===== src/rtl/dtu_pkg.sv =====
`default_nettype none
// ----------------------------------------------------------------------------
// dtu_pkg
// Shared types, constants and tables of the decimal-with-unit parser.
// ----------------------------------------------------------------------------
package dtu_pkg;

  localparam int unsigned FRAC_MAX  = 9;
  localparam int unsigned NUM_W     = 70;
  localparam int unsigned DEN_W     = 30;
  localparam int unsigned DIV_CNT_W = $clog2(NUM_W);

  typedef enum logic [1:0] {
    PH_INT  = 2'd0,
    PH_FRAC = 2'd1,
    PH_SUF  = 2'd2,
    PH_SPR  = 2'd3
  } phase_t;

  typedef enum logic [2:0] {
    SUF_NONE = 3'd0,
    SUF_B    = 3'd1,
    SUF_LET  = 3'd2,
    SUF_I    = 3'd3,
    SUF_IB   = 3'd4,
    SUF_BAD  = 3'd5
  } suf_t;

  typedef enum logic [2:0] {
    S_PARSE  = 3'd0,
    S_MUL0   = 3'd1,
    S_MUL1   = 3'd2,
    S_MUL2   = 3'd3,
    S_DSTART = 3'd4,
    S_DIV    = 3'd5,
    S_FIN    = 3'd6
  } state_t;

  // Controller commands to the datapath
  typedef struct packed {
    logic take;
    logic mul0;
    logic mul1;
    logic mul2;
    logic div_start;
    logic finish;
  } dtu_cmd_t;

  // Datapath status back to the controller
  typedef struct packed {
    logic div_done;
  } dtu_sts_t;

  // Powers of ten for the fraction denominator
  function automatic logic [DEN_W-1:0] pow10(input logic [3:0] n);
    case (n)
      4'd1:    pow10 = DEN_W'(10);
      4'd2:    pow10 = DEN_W'(100);
      4'd3:    pow10 = DEN_W'(1000);
      4'd4:    pow10 = DEN_W'(10000);
      4'd5:    pow10 = DEN_W'(100000);
      4'd6:    pow10 = DEN_W'(1000000);
      4'd7:    pow10 = DEN_W'(10000000);
      4'd8:    pow10 = DEN_W'(100000000);
      4'd9:    pow10 = DEN_W'(1000000000);
      default: pow10 = DEN_W'(1);
    endcase
  endfunction

endpackage
`default_nettype wire


===== src/rtl/dtu_ctrl.sv =====
`default_nettype none
// ----------------------------------------------------------------------------
// dtu_ctrl
// Sequencer: per-character parse, then multiply, divide and result hand-off.
// ----------------------------------------------------------------------------
module dtu_ctrl (
  input  wire logic              clk,
  input  wire logic              rst_n,
  input  wire logic              in_valid,
  input  wire logic              in_last,
  output logic                   in_stall,
  output logic                   out_valid,
  input  wire logic              out_stall,
  output dtu_pkg::dtu_cmd_t      cmd,
  input  wire dtu_pkg::dtu_sts_t sts
);

  dtu_pkg::state_t state_r, state_nxt;
  logic            out_valid_r, out_valid_nxt;
  logic            slot_free;

  always_ff @(posedge clk) begin
    if (!rst_n) begin
      state_r     <= dtu_pkg::S_PARSE;
      out_valid_r <= 1'b0;
    end else begin
      state_r     <= state_nxt;
      out_valid_r <= out_valid_nxt;
    end
  end

  // Next state and commands
  always_comb begin
    state_nxt = state_r;
    cmd       = '0;
    in_stall  = 1'b1;
    slot_free = !out_valid_r || !out_stall;
    case (state_r)
      dtu_pkg::S_PARSE: begin
        in_stall = 1'b0;
        cmd.take = in_valid;
        if (in_valid && in_last) state_nxt = dtu_pkg::S_MUL0;
      end
      dtu_pkg::S_MUL0: begin
        cmd.mul0  = 1'b1;
        state_nxt = dtu_pkg::S_MUL1;
      end
      dtu_pkg::S_MUL1: begin
        cmd.mul1  = 1'b1;
        state_nxt = dtu_pkg::S_MUL2;
      end
      dtu_pkg::S_MUL2: begin
        cmd.mul2  = 1'b1;
        state_nxt = dtu_pkg::S_DSTART;
      end
      dtu_pkg::S_DSTART: begin
        cmd.div_start = 1'b1;
        state_nxt     = dtu_pkg::S_DIV;
      end
      dtu_pkg::S_DIV: begin
        if (sts.div_done) state_nxt = dtu_pkg::S_FIN;
      end
      dtu_pkg::S_FIN: begin
        if (slot_free) begin
          cmd.finish = 1'b1;
          state_nxt  = dtu_pkg::S_PARSE;
        end
      end
      default: state_nxt = dtu_pkg::S_PARSE;
    endcase
    out_valid_nxt = (out_valid_r && out_stall) || cmd.finish;
  end

  assign out_valid = out_valid_r;

  a_last_starts: assert property (@(posedge clk) disable iff (!rst_n)
    (in_valid && !in_stall && in_last) |=> state_r == dtu_pkg::S_MUL0)
    else $error("final item did not start scaling");
  a_div_ends: assert property (@(posedge clk) disable iff (!rst_n)
    (state_r == dtu_pkg::S_DIV && sts.div_done) |=> state_r == dtu_pkg::S_FIN)
    else $error("divide completion missed");
  a_fin_out: assert property (@(posedge clk) disable iff (!rst_n)
    cmd.finish |=> (out_valid_r && state_r == dtu_pkg::S_PARSE))
    else $error("result not presented");

endmodule
`default_nettype wire


===== config.mk =====
export PLATFORM = sky130hd
export DESIGN_NAME = dtu_ctrl
export DESIGN_NICKNAME = d
export VERILOG_FILES = /design/src/rtl/dtu_pkg.sv /design/src/rtl/dtu_ctrl.sv
export SDC_FILE = /design/constraint.sdc
export NUM_CORES = 1
export LEC_CHECK = 0
export BUFFER_PORTS_ARGS = -buffer_cell sky130_fd_sc_hd__buf_2
export CAP_MARGIN = 30
export CORE_AREA = 2 2 39 41
export CTS_BUF_LIST = sky130_fd_sc_hd__clkbuf_4 sky130_fd_sc_hd__clkbuf_8 sky130_fd_sc_hd__clkbuf_16
export CTS_CLUSTER_DIAMETER = 60
export DETAILED_ROUTE_END_ITERATION = 12
export DIE_AREA = 0 0 41 43
export MAX_ROUTING_LAYER = met4
export PLACE_DENSITY = 0.52
export SYNTH_ARGS = -nofsm -noshare
export SYNTH_HDL_FRONTEND = slang
export SYNTH_SLANG_ARGS = --single-unit

===== constraint.sdc =====
create_clock -name clk -period 1.2 [get_ports clk]
set_clock_uncertainty 0.05 [all_clocks]
set_input_delay 0.18 -clock clk [delete_from_list [all_inputs] [get_ports clk]]
set_output_delay 0.18 -clock clk [all_outputs]
set_load 0.005 [all_outputs]

==> flow_summary.json, run 1 <==
{
  "crit_buf_inv": 1,
  "placed_cell_area_um2": 377,
  "ios": 14,
  "finalCriticalPeriod_ns": 1.39,
  "peakVddDrop_uv": 399,
  "clk_pin_slew_ns": 0.04,
  "synth-seq-cells": 4,
  "cp_max_fo": 4,
  "tritoncts": "done",
  "rsz0062_at_grt": "yes",
  "yosysTopAreaCellShare_pct": 29.0,
  "grt_antenna_before_repair": 0,
  "hpwl_um": 496,
  "drive_gt1_share_pct": 71.7,
  "clk_latency_ns": 0.23,
  "critPathSlowestCell": "or3_4",
  "port_buffers": 13,
  "area_growth_pct": 62.0,
  "wirelength_um": 622,
  "start_util_pct": 20.0,
  "grt_pass1_wl_um": 938,
  "syn-cell-area_um2": 277,
  "synth.area.top_cells": "dfxtp_1 29%, buf_6 8.1%, nand2b_4 5.0%",
  "status": "finished with violations",
  "nets": 61,
  "worstPathArrival_ns": 1.16,
  "cts_max_level": 1,
  "synth_fp_nets": 37,
  "yosysWarnings": 0,
  "worstHoldPathType": "in -> reg",
  "drc": 0,
  "worst_slew_pin_slew_ns": 0.151,
  "synthFlopType": "dfxtp_1",
  "ys_seq_area_share_pct": 29.0,
  "antenna_left": 0,
  "slew_violations": 0,
  "grt_max_degree": 8,
  "crit_chain": "or3_4, nor2_2, buf_2",
  "drt_iter0_markers": 1,
  "final_common_cell": "buf_2",
  "fp-row-count": 14,
  "synthArstFlopShare_pct": 0,
  "relSlewSlack_pct": 89.9,
  "synth_edf_count": 0,
  "leakage_nw": 0.232,
  "setup_violations": 7,
  "synth_area_leader_cell": "dfxtp_1",
  "required_ns": 0.97,
  "dieArea_mm2": 0.00176,
  "layout_common_cells": "13 x buf_2, 6 x buf_4, 3 x nor2_2, 3 x clkbuf_4",
  "hold_viol_final": 0,
  "grt_use_total_pct": 8.53,
  "wire_per_inst_um": 9.01,
  "crit_path_end_kind": "output port",
  "insertedDiodeCount": 0,
  "fin_ws_ns": -0.189,
  "cts.sinks": 4,
  "die_x_um": 41,
  "fmax_mhz": 720,
  "overflow": 0,
  "max-cap-violations": 0,
  "nFillCells": 150,
  "place.gp.congestion": 0.676,
  "violations": "setup timing",
  "cp_top_family": "simple AND/OR/NAND/NOR gates",
  "critPathMaxStageDelay_ns": 0.39,
  "crit_type": "reg -> out",
  "fin_crit_sh_pct": 116,
  "vias": 287,
  "cellPowerDensity_mw_per_mm2": 976,
  "yosysUniqueCellTypes": 21,
  "syn_inst": 31,
  "die_h_um": 43,
  "critPathLaunchType": "flop",
  "postCtsHoldBufs": 0,
  "viasPerCell": 4.16,
  "clockBufferDepth": 2,
  "syn_area_per_cell_um2": 8.92,
  "stdcell_area_um2": 448,
  "core_mm2": 0.00138,
  "root_buffer": "clkbuf_4",
  "first_global_vias": 225,
  "pre_cts_slack_ns": 0.0238,
  "drt_pass1_iterations": 2,
  "holdWs_ns": 0.160,
  "numCtsBuffers": 3
}
## power by group
part / internal [W] / switching, W / total (W)
combinational: 0.0000736 / 0.0000436 / 0.000117
clock: 0.000112 / 0.0000541 / 0.000166
sequential: 0.000143 / 0.0000113 / 0.000154
total: 0.000328 / 0.000109 / 0.000437
## synth_stat cells, types with 2 or more instances
library cell and n:
nand2_1 2, dfxtp_1 4, nor2_1 3, inv_1 2, a21oi_1 2, buf_6 2, nor2_2 2
## routing by layer
layer | GRT usage [%] | vias up | wire length [um]
met5 | - | - | 0
met4 | 4.00 | 0 | 0
met3 | 6.28 | 0 | 41
met2 | 9.06 | 7 | 263
met1 | 11.5 | 127 | 317
li1 | - | 153 | -
## cell type report
type                    count  area, um^2  area share [%]
repair buffers             21         133            29.6
clock buffers               3        22.5            5.03
well taps                  16        20.0            4.47
inverters                   2        7.51            1.68
multi-input cells          23         179            39.9
flip-flops and latches      4        86.3            19.3
## logic make-up after synthesis
kind of cell / share of synthesized area (%)
buffers and inverters: 10.9
AND/OR/NAND/NOR: 35.7
AO/OA/AOI/OAI: 24.4
flip-flops: 29.0
## repair_timing
action,in CTS,in global routing
endpoints found under the setup margin,7,8
pin swaps,2,3
resized for setup,7,2
setup buffers,3,0
## state kept, by name, summed over array words and instances (netlist names)
signal,flops
out_valid,1
state_r,3
## path summary, 6_finish.rpt
path,startpoint,to,slack (ns),depth (start not counted)
setup / recovery,state_r[0],cmd[5],-0.19,3
hold / removal,rst_n,state_r[2],0.16,2
setup reg to reg,state_r[0],state_r[1],0.01,6
hold reg to reg,out_valid,out_valid,0.52,2
## per-stage QoR
stage	setup TNS [ns]	utilization (%)	std cells	power, W
final	-0.763	32.4	69	0.000437
after global routing	-1.18	32.4	69	0.000476
after CTS	-0.877	31.8	69	0.000446
after detailed placement	0	27.2	63	0.000256
after global placement	0	27.2	63	0.000257
after floorplan	0	-	31	0.000213
No activity file was read; power rests on OpenSTA's default activity.
==> run 2: changes to the inputs <==
- CORE_AREA: 2 2 39 41 -> 4 4 41 43
- DIE_AREA: 0 0 41 43 -> 0 0 45 47
==> run 2 against run 1 <==
The run still ends with setup timing left. Sequential power shrank 3%. Design area shrank 5.6%. Count of clock-buffer cells in the layout is the same. Via count grew 0.35%. Core utilization grew 0.13 points. Cell count shrank 7.2%. Largest power group unchanged.
==> flow_summary.json, run 2 (synthesis results as in run 1) <==
{
  "r2r-start": "state_r[1]",
  "seq_area_um2": 88.8,
  "port_buffers": 13,
  "ios": 14,
  "worst_slew_pin_slew_ns": 0.150,
  "clockPowerShare_pct": 40.2,
  "first_global_vias": 274,
  "rsz0062_at_grt": "yes",
  "largest_reg_flops": 3,
  "status": "finished with violations",
  "nets": 57,
  "fin_crit_sh_pct": 116,
  "start_util_pct": 21.2,
  "finalCriticalPeriod_ns": 1.39,
  "drive_gt1_share_pct": 71.4,
  "dieArea_mm2": 0.00212,
  "clockBufferDepth": 2,
  "fin_ws_ns": -0.186,
  "max-cap-violations": 0,
  "antenna_left": 0,
  "drt_pass1_iterations": 2,
  "grt_pass1_wl_um": 1190,
  "numCtsBuffers": 3,
  "combinationalPowerShare_pct": 25.9,
  "setup_violations": 6,
  "critPathLaunchType": "flop",
  "placed_cell_area_um2": 368,
  "netSwitchingFraction_pct": 27.3,
  "violations": "setup timing",
  "required_ns": 0.97,
  "power.share.sequential_pct": 33.9,
  "tritoncts": "done",
  "overflow": 0,
  "grt_antenna_before_repair": 0,
  "fp-row-count": 13,
  "multi_input_area_um2": 179,
  "hold_viol_final": 0,
  "viasPerCell": 4.50,
  "grt_use_total_pct": 8.82,
  "crit_end": "cmd[5]",
  "post-cts-setup-buffers": 0,
  "die_h_um": 47,
  "r2r_end": "state_r[2]",
  "stdcell_area_um2": 423,
  "fmax_mhz": 721,
  "area_growth_pct": 52.9,
  "critPathSlowestCell": "or3_4",
  "wirelength_um": 679,
  "startpoint": "state_r[1]",
  "vias": 288,
  "cp_max_fo": 4,
  "final_common_cell": "buf_2",
  "place.gp.congestion": 0.684,
  "finalPower_w": 0.000442,
  "drc": 0,
  "worstPathArrival_ns": 1.16,
  "relSlewSlack_pct": 90.0,
  "r2r_cells": 3,
  "insertedDiodeCount": 0,
  "cts.sinks": 4,
  "cellInternalPower_w": 0.000321,
  "root_buffer": "clkbuf_4",
  "nFillCells": 154,
  "slew_violations": 0,
  "crit_type": "reg -> out",
  "core_mm2": 0.00130,
  "crit_chain": "or3_4, nor2_2, buf_2",
  "cts_max_level": 1,
  "leakage_nw": 0.212,
  "clk_latency_ns": 0.24,
  "tns_ns": -0.574,
  "worstHoldPathType": "in -> reg",
  "cellPowerDensity_mw_per_mm2": 1040,
  "reg2reg_slack_ns": 0.14,
  "grt_max_degree": 9,
  "die_x_um": 45,
  "drt_iter0_markers": 2,
  "wire_per_inst_um": 10.6,
  "layout_common_cells": "13 x buf_2, 3 x nor2_2, 3 x clkbuf_4, 3 x buf_6",
  "clk_pin_slew_ns": 0.04,
  "p_switching_w": 0.000120,
  "regMostFlops": "state_r",
  "crit_path_end_kind": "output port",
  "peakVddDrop_uv": 319,
  "critPathMaxStageDelay_ns": 0.39
}
[run 2: worst min-delay path by stage]
stage | start | to | slack [ns] | cells after the start
floorplan | rst_n | state_r[2] | 0.26 | 1
global placement | rst_n | state_r[2] | 0.42 | 2
CTS | rst_n | state_r[2] | 0.15 | 2
detailed placement | rst_n | state_r[2] | 0.42 | 2
global route | rst_n | state_r[2] | 0.15 | 2
finish | rst_n | state_r[2] | 0.15 | 2
[run 2: final cells by class]
type / count / area share, %
Multi-Input combinational cell: 23 / 42.3
Timing Repair Buffer: 17 / 25.1
Sequential cell: 4 / 21.0
Clock buffer: 3 / 5.33
Tap cell: 15 / 4.44
Inverter: 2 / 1.78
[run 2: per-layer routing]
metal	global-route usage (%)	vias to the layer above	wire (um)
met5	-	-	0
met4	5.26	0	10
met3	6.90	2	83
met2	11.0	13	285
met1	9.57	127	300
li1	-	146	-
[run 2: metrics by stage]
step,instances,util [%],hold WS (ns),setup WS (ns)
finish,64,32.5,0.154,-0.186
global route,64,32.5,0.154,-0.259
CTS,64,31.5,0.149,-0.185
detailed placement,61,28.3,0.418,0.0646
global placement,61,28.3,0.416,0.0682
floorplan,31,-,0.258,0.0815
[run 2: power by group through the flow]
| stage | clock, W | sequential [W] | combinational [W] |
|---|---|---|---|
| 2_1_floorplan | 0 | 0.000150 | 0.0000628 |
| 3_3_place_gp | 0 | 0.000151 | 0.000105 |
| 3_5_place_dp | 0 | 0.000151 | 0.000105 |
| 4_1_cts | 0.000186 | 0.000151 | 0.000109 |
| 5_1_grt | 0.000198 | 0.000151 | 0.000125 |
| 6_report | 0.000178 | 0.000149 | 0.000115 |
[run 2: what timing repair did]
item / in CTS / in global routing
hold buffers: 0 / 0
endpoints found under the hold margin: 0 / 0
setup endpoints to repair: 6 / 6
resized for setup: 8 / 4
pin swaps: 1 / 1
[run 2: critical path: cells and delay by family (launching register included)]
family | cells | cell delay [ns]
buf+inv | 1 | 0.11
simple gates | 2 | 0.46
flops | 1 | 0.35
==> run 3: changes to the inputs <==
- CELL_PAD_IN_SITES_DETAIL_PLACEMENT: unset -> 0
- CELL_PAD_IN_SITES_GLOBAL_PLACEMENT: unset -> 1
- PLACE_DENSITY: 0.52 -> 0.64
==> run 3 against run 2 <==
The run still ends with setup timing left. Register-to-register slack got worse by 0.10 ns. Core utilization up 4.6 points. Sequential power up 3%. Wire length grew 11%. Die area unchanged. Highest routed layer is now met3. Count of clock-buffer cells in the layout is the same. Clock power down 3%. Non-clock buffer count is 5 higher. Largest power group unchanged. Via count grew 3.5%. First-iteration DRC count grew to 3.0 times the previous value. Hold slack improved by 0.0039 ns.
==> flow_summary.json, run 3 (synthesis results as in run 1) <==
{
  "status": "finished with violations",
  "violations": "setup timing",
  "numCtsBuffers": 3,
  "first_global_vias": 274,
  "clk_pin_slew_ns": 0.04,
  "grt_use_total_pct": 8.97,
  "cts_max_level": 1,
  "dieArea_mm2": 0.00212,
  "grt_pass1_wl_um": 1190,
  "leakage_nw": 0.237,
  "final_common_cell": "buf_2",
  "postCtsHoldBufs": 0,
  "nets": 62,
  "layout_common_cells": "12 x buf_2, 5 x buf_6, 5 x buf_4",
  "antenna_left": 0,
  "max-cap-violations": 0,
  "hpwl_um": 494,
  "fmax_mhz": 719,
  "placedCellCount": 61,
  "startpoint": "state_r[2]",
  "slew_violations": 0,
  "cellPowerDensity_mw_per_mm2": 953,
  "ios": 14,
  "cts.sinks": 4,
  "drive_gt1_share_pct": 75.9,
  "fin_crit_sh_pct": 116,
  "crit_type": "reg -> out",
  "finalNonFillerCells": 69,
  "tritoncts": "done",
  "r2r-start": "state_r[1]",
  "fp-row-count": 13,
  "worstPathArrival_ns": 1.16,
  "post-route-util_pct": 37.1,
  "vias": 298,
  "port_buffers": 13,
  "r2r_end": "state_r[2]",
  "viasPerCell": 4.32,
  "wirelength_um": 754,
  "clk_latency_ns": 0.24,
  "crit_end": "cmd[5]",
  "start_util_pct": 21.2,
  "die_h_um": 47,
  "drt_pass1_iterations": 2,
  "insertedDiodeCount": 0,
  "drc": 0,
  "area_growth_pct": 74.7,
  "cp_max_fo": 4,
  "clockBufferDepth": 2,
  "die_x_um": 45,
  "setup_violations": 6,
  "overflow": 0,
  "drt_iter0_markers": 6,
  "crit_path_end_kind": "output port",
  "fin_ws_ns": -0.191,
  "critPathLaunchType": "flop",
  "hold_viol_final": 0,
  "reg2reg_slack_ns": 0.04,
  "finalCriticalPeriod_ns": 1.39,
  "regMostFlops": "state_r",
  "rsz0062_at_grt": "yes",
  "wire_per_inst_um": 10.9,
  "worstHoldPathType": "in -> reg",
  "relSlewSlack_pct": 89.7,
  "peakVddDrop_uv": 425,
  "required_ns": 0.97,
  "r2r_cells": 4,
  "root_buffer": "clkbuf_4",
  "grt_max_degree": 7,
  "pre_cts_slack_ns": 0.0136,
  "place.gp.congestion": 0.650,
  "grt_antenna_before_repair": 0,
  "worst_slew_pin_slew_ns": 0.154,
  "largest_reg_flops": 3,
  "core_mm2": 0.00130
}
-- run 3: changes by cell type in the layout (fill, tap and decap cells not counted), sizes merged --
cell,delta
buf,+5
-- run 3: through the flow --
step           setup TNS (ns)  instance area (um^2)  hold WS (ns)  total power (W)
2_1_floorplan               0                   277         0.258         0.000213
3_3_place_gp                0                   368         0.414         0.000254
3_5_place_dp                0                   368         0.411         0.000252
4_1_cts                -0.664                   447         0.149         0.000458
5_1_grt                 -1.17                   483         0.154         0.000501
6_report               -0.785                   483         0.158         0.000460
-- run 3: worst min-delay path by stage --
stage               startpoint    endpoint  slack [ns]  cells after the start
finish                   rst_n  state_r[2]        0.16                      2
global route             rst_n  state_r[2]        0.15                      2
CTS                      rst_n  state_r[2]        0.15                      2
detailed placement       rst_n  state_r[2]        0.41                      2
global placement         rst_n  state_r[2]        0.41                      2
floorplan                rst_n  state_r[2]        0.26                      1
-- run 3: worst max-delay path: stages (launching register included) --
cell	delay, ns
dfxtp_4	0.36
or3_4	0.38
nor2_2	0.08
buf_2	0.11
-- run 3: what timing repair did --
action,CTS,global route
resized for setup,10,7
buffers inserted,3,2
pin swaps,2,3
setup endpoints to repair,6,7
gates cloned,0,0
-- run 3: power breakdown --
group	switching, W	internal [W]	total, W
Clock	0.0000606	0.000112	0.000173
Sequential	0.0000117	0.000141	0.000153
Combinational	0.0000516	0.0000831	0.000135
-- run 3: final cells by class --
type / count / area [um^2]
Fill cell: 145 / 818
Multi-Input combinational cell: 23 / 191
Timing Repair Buffer: 22 / 154
Sequential cell: 4 / 88.8
Clock buffer: 3 / 22.5
Tap cell: 15 / 18.8
Inverter: 2 / 7.51
-- run 3: per-layer routing --
| metal | vias to the layer above | part of all wire (%) | track usage, % |
|---|---|---|---|
| met5 | - | 0 | - |
| met4 | 0 | 0 | 5.26 |
| met3 | 0 | 12 | 7.28 |
| met2 | 14 | 46 | 11.6 |
| met1 | 128 | 42 | 9.32 |
| li1 | 156 | - | - |
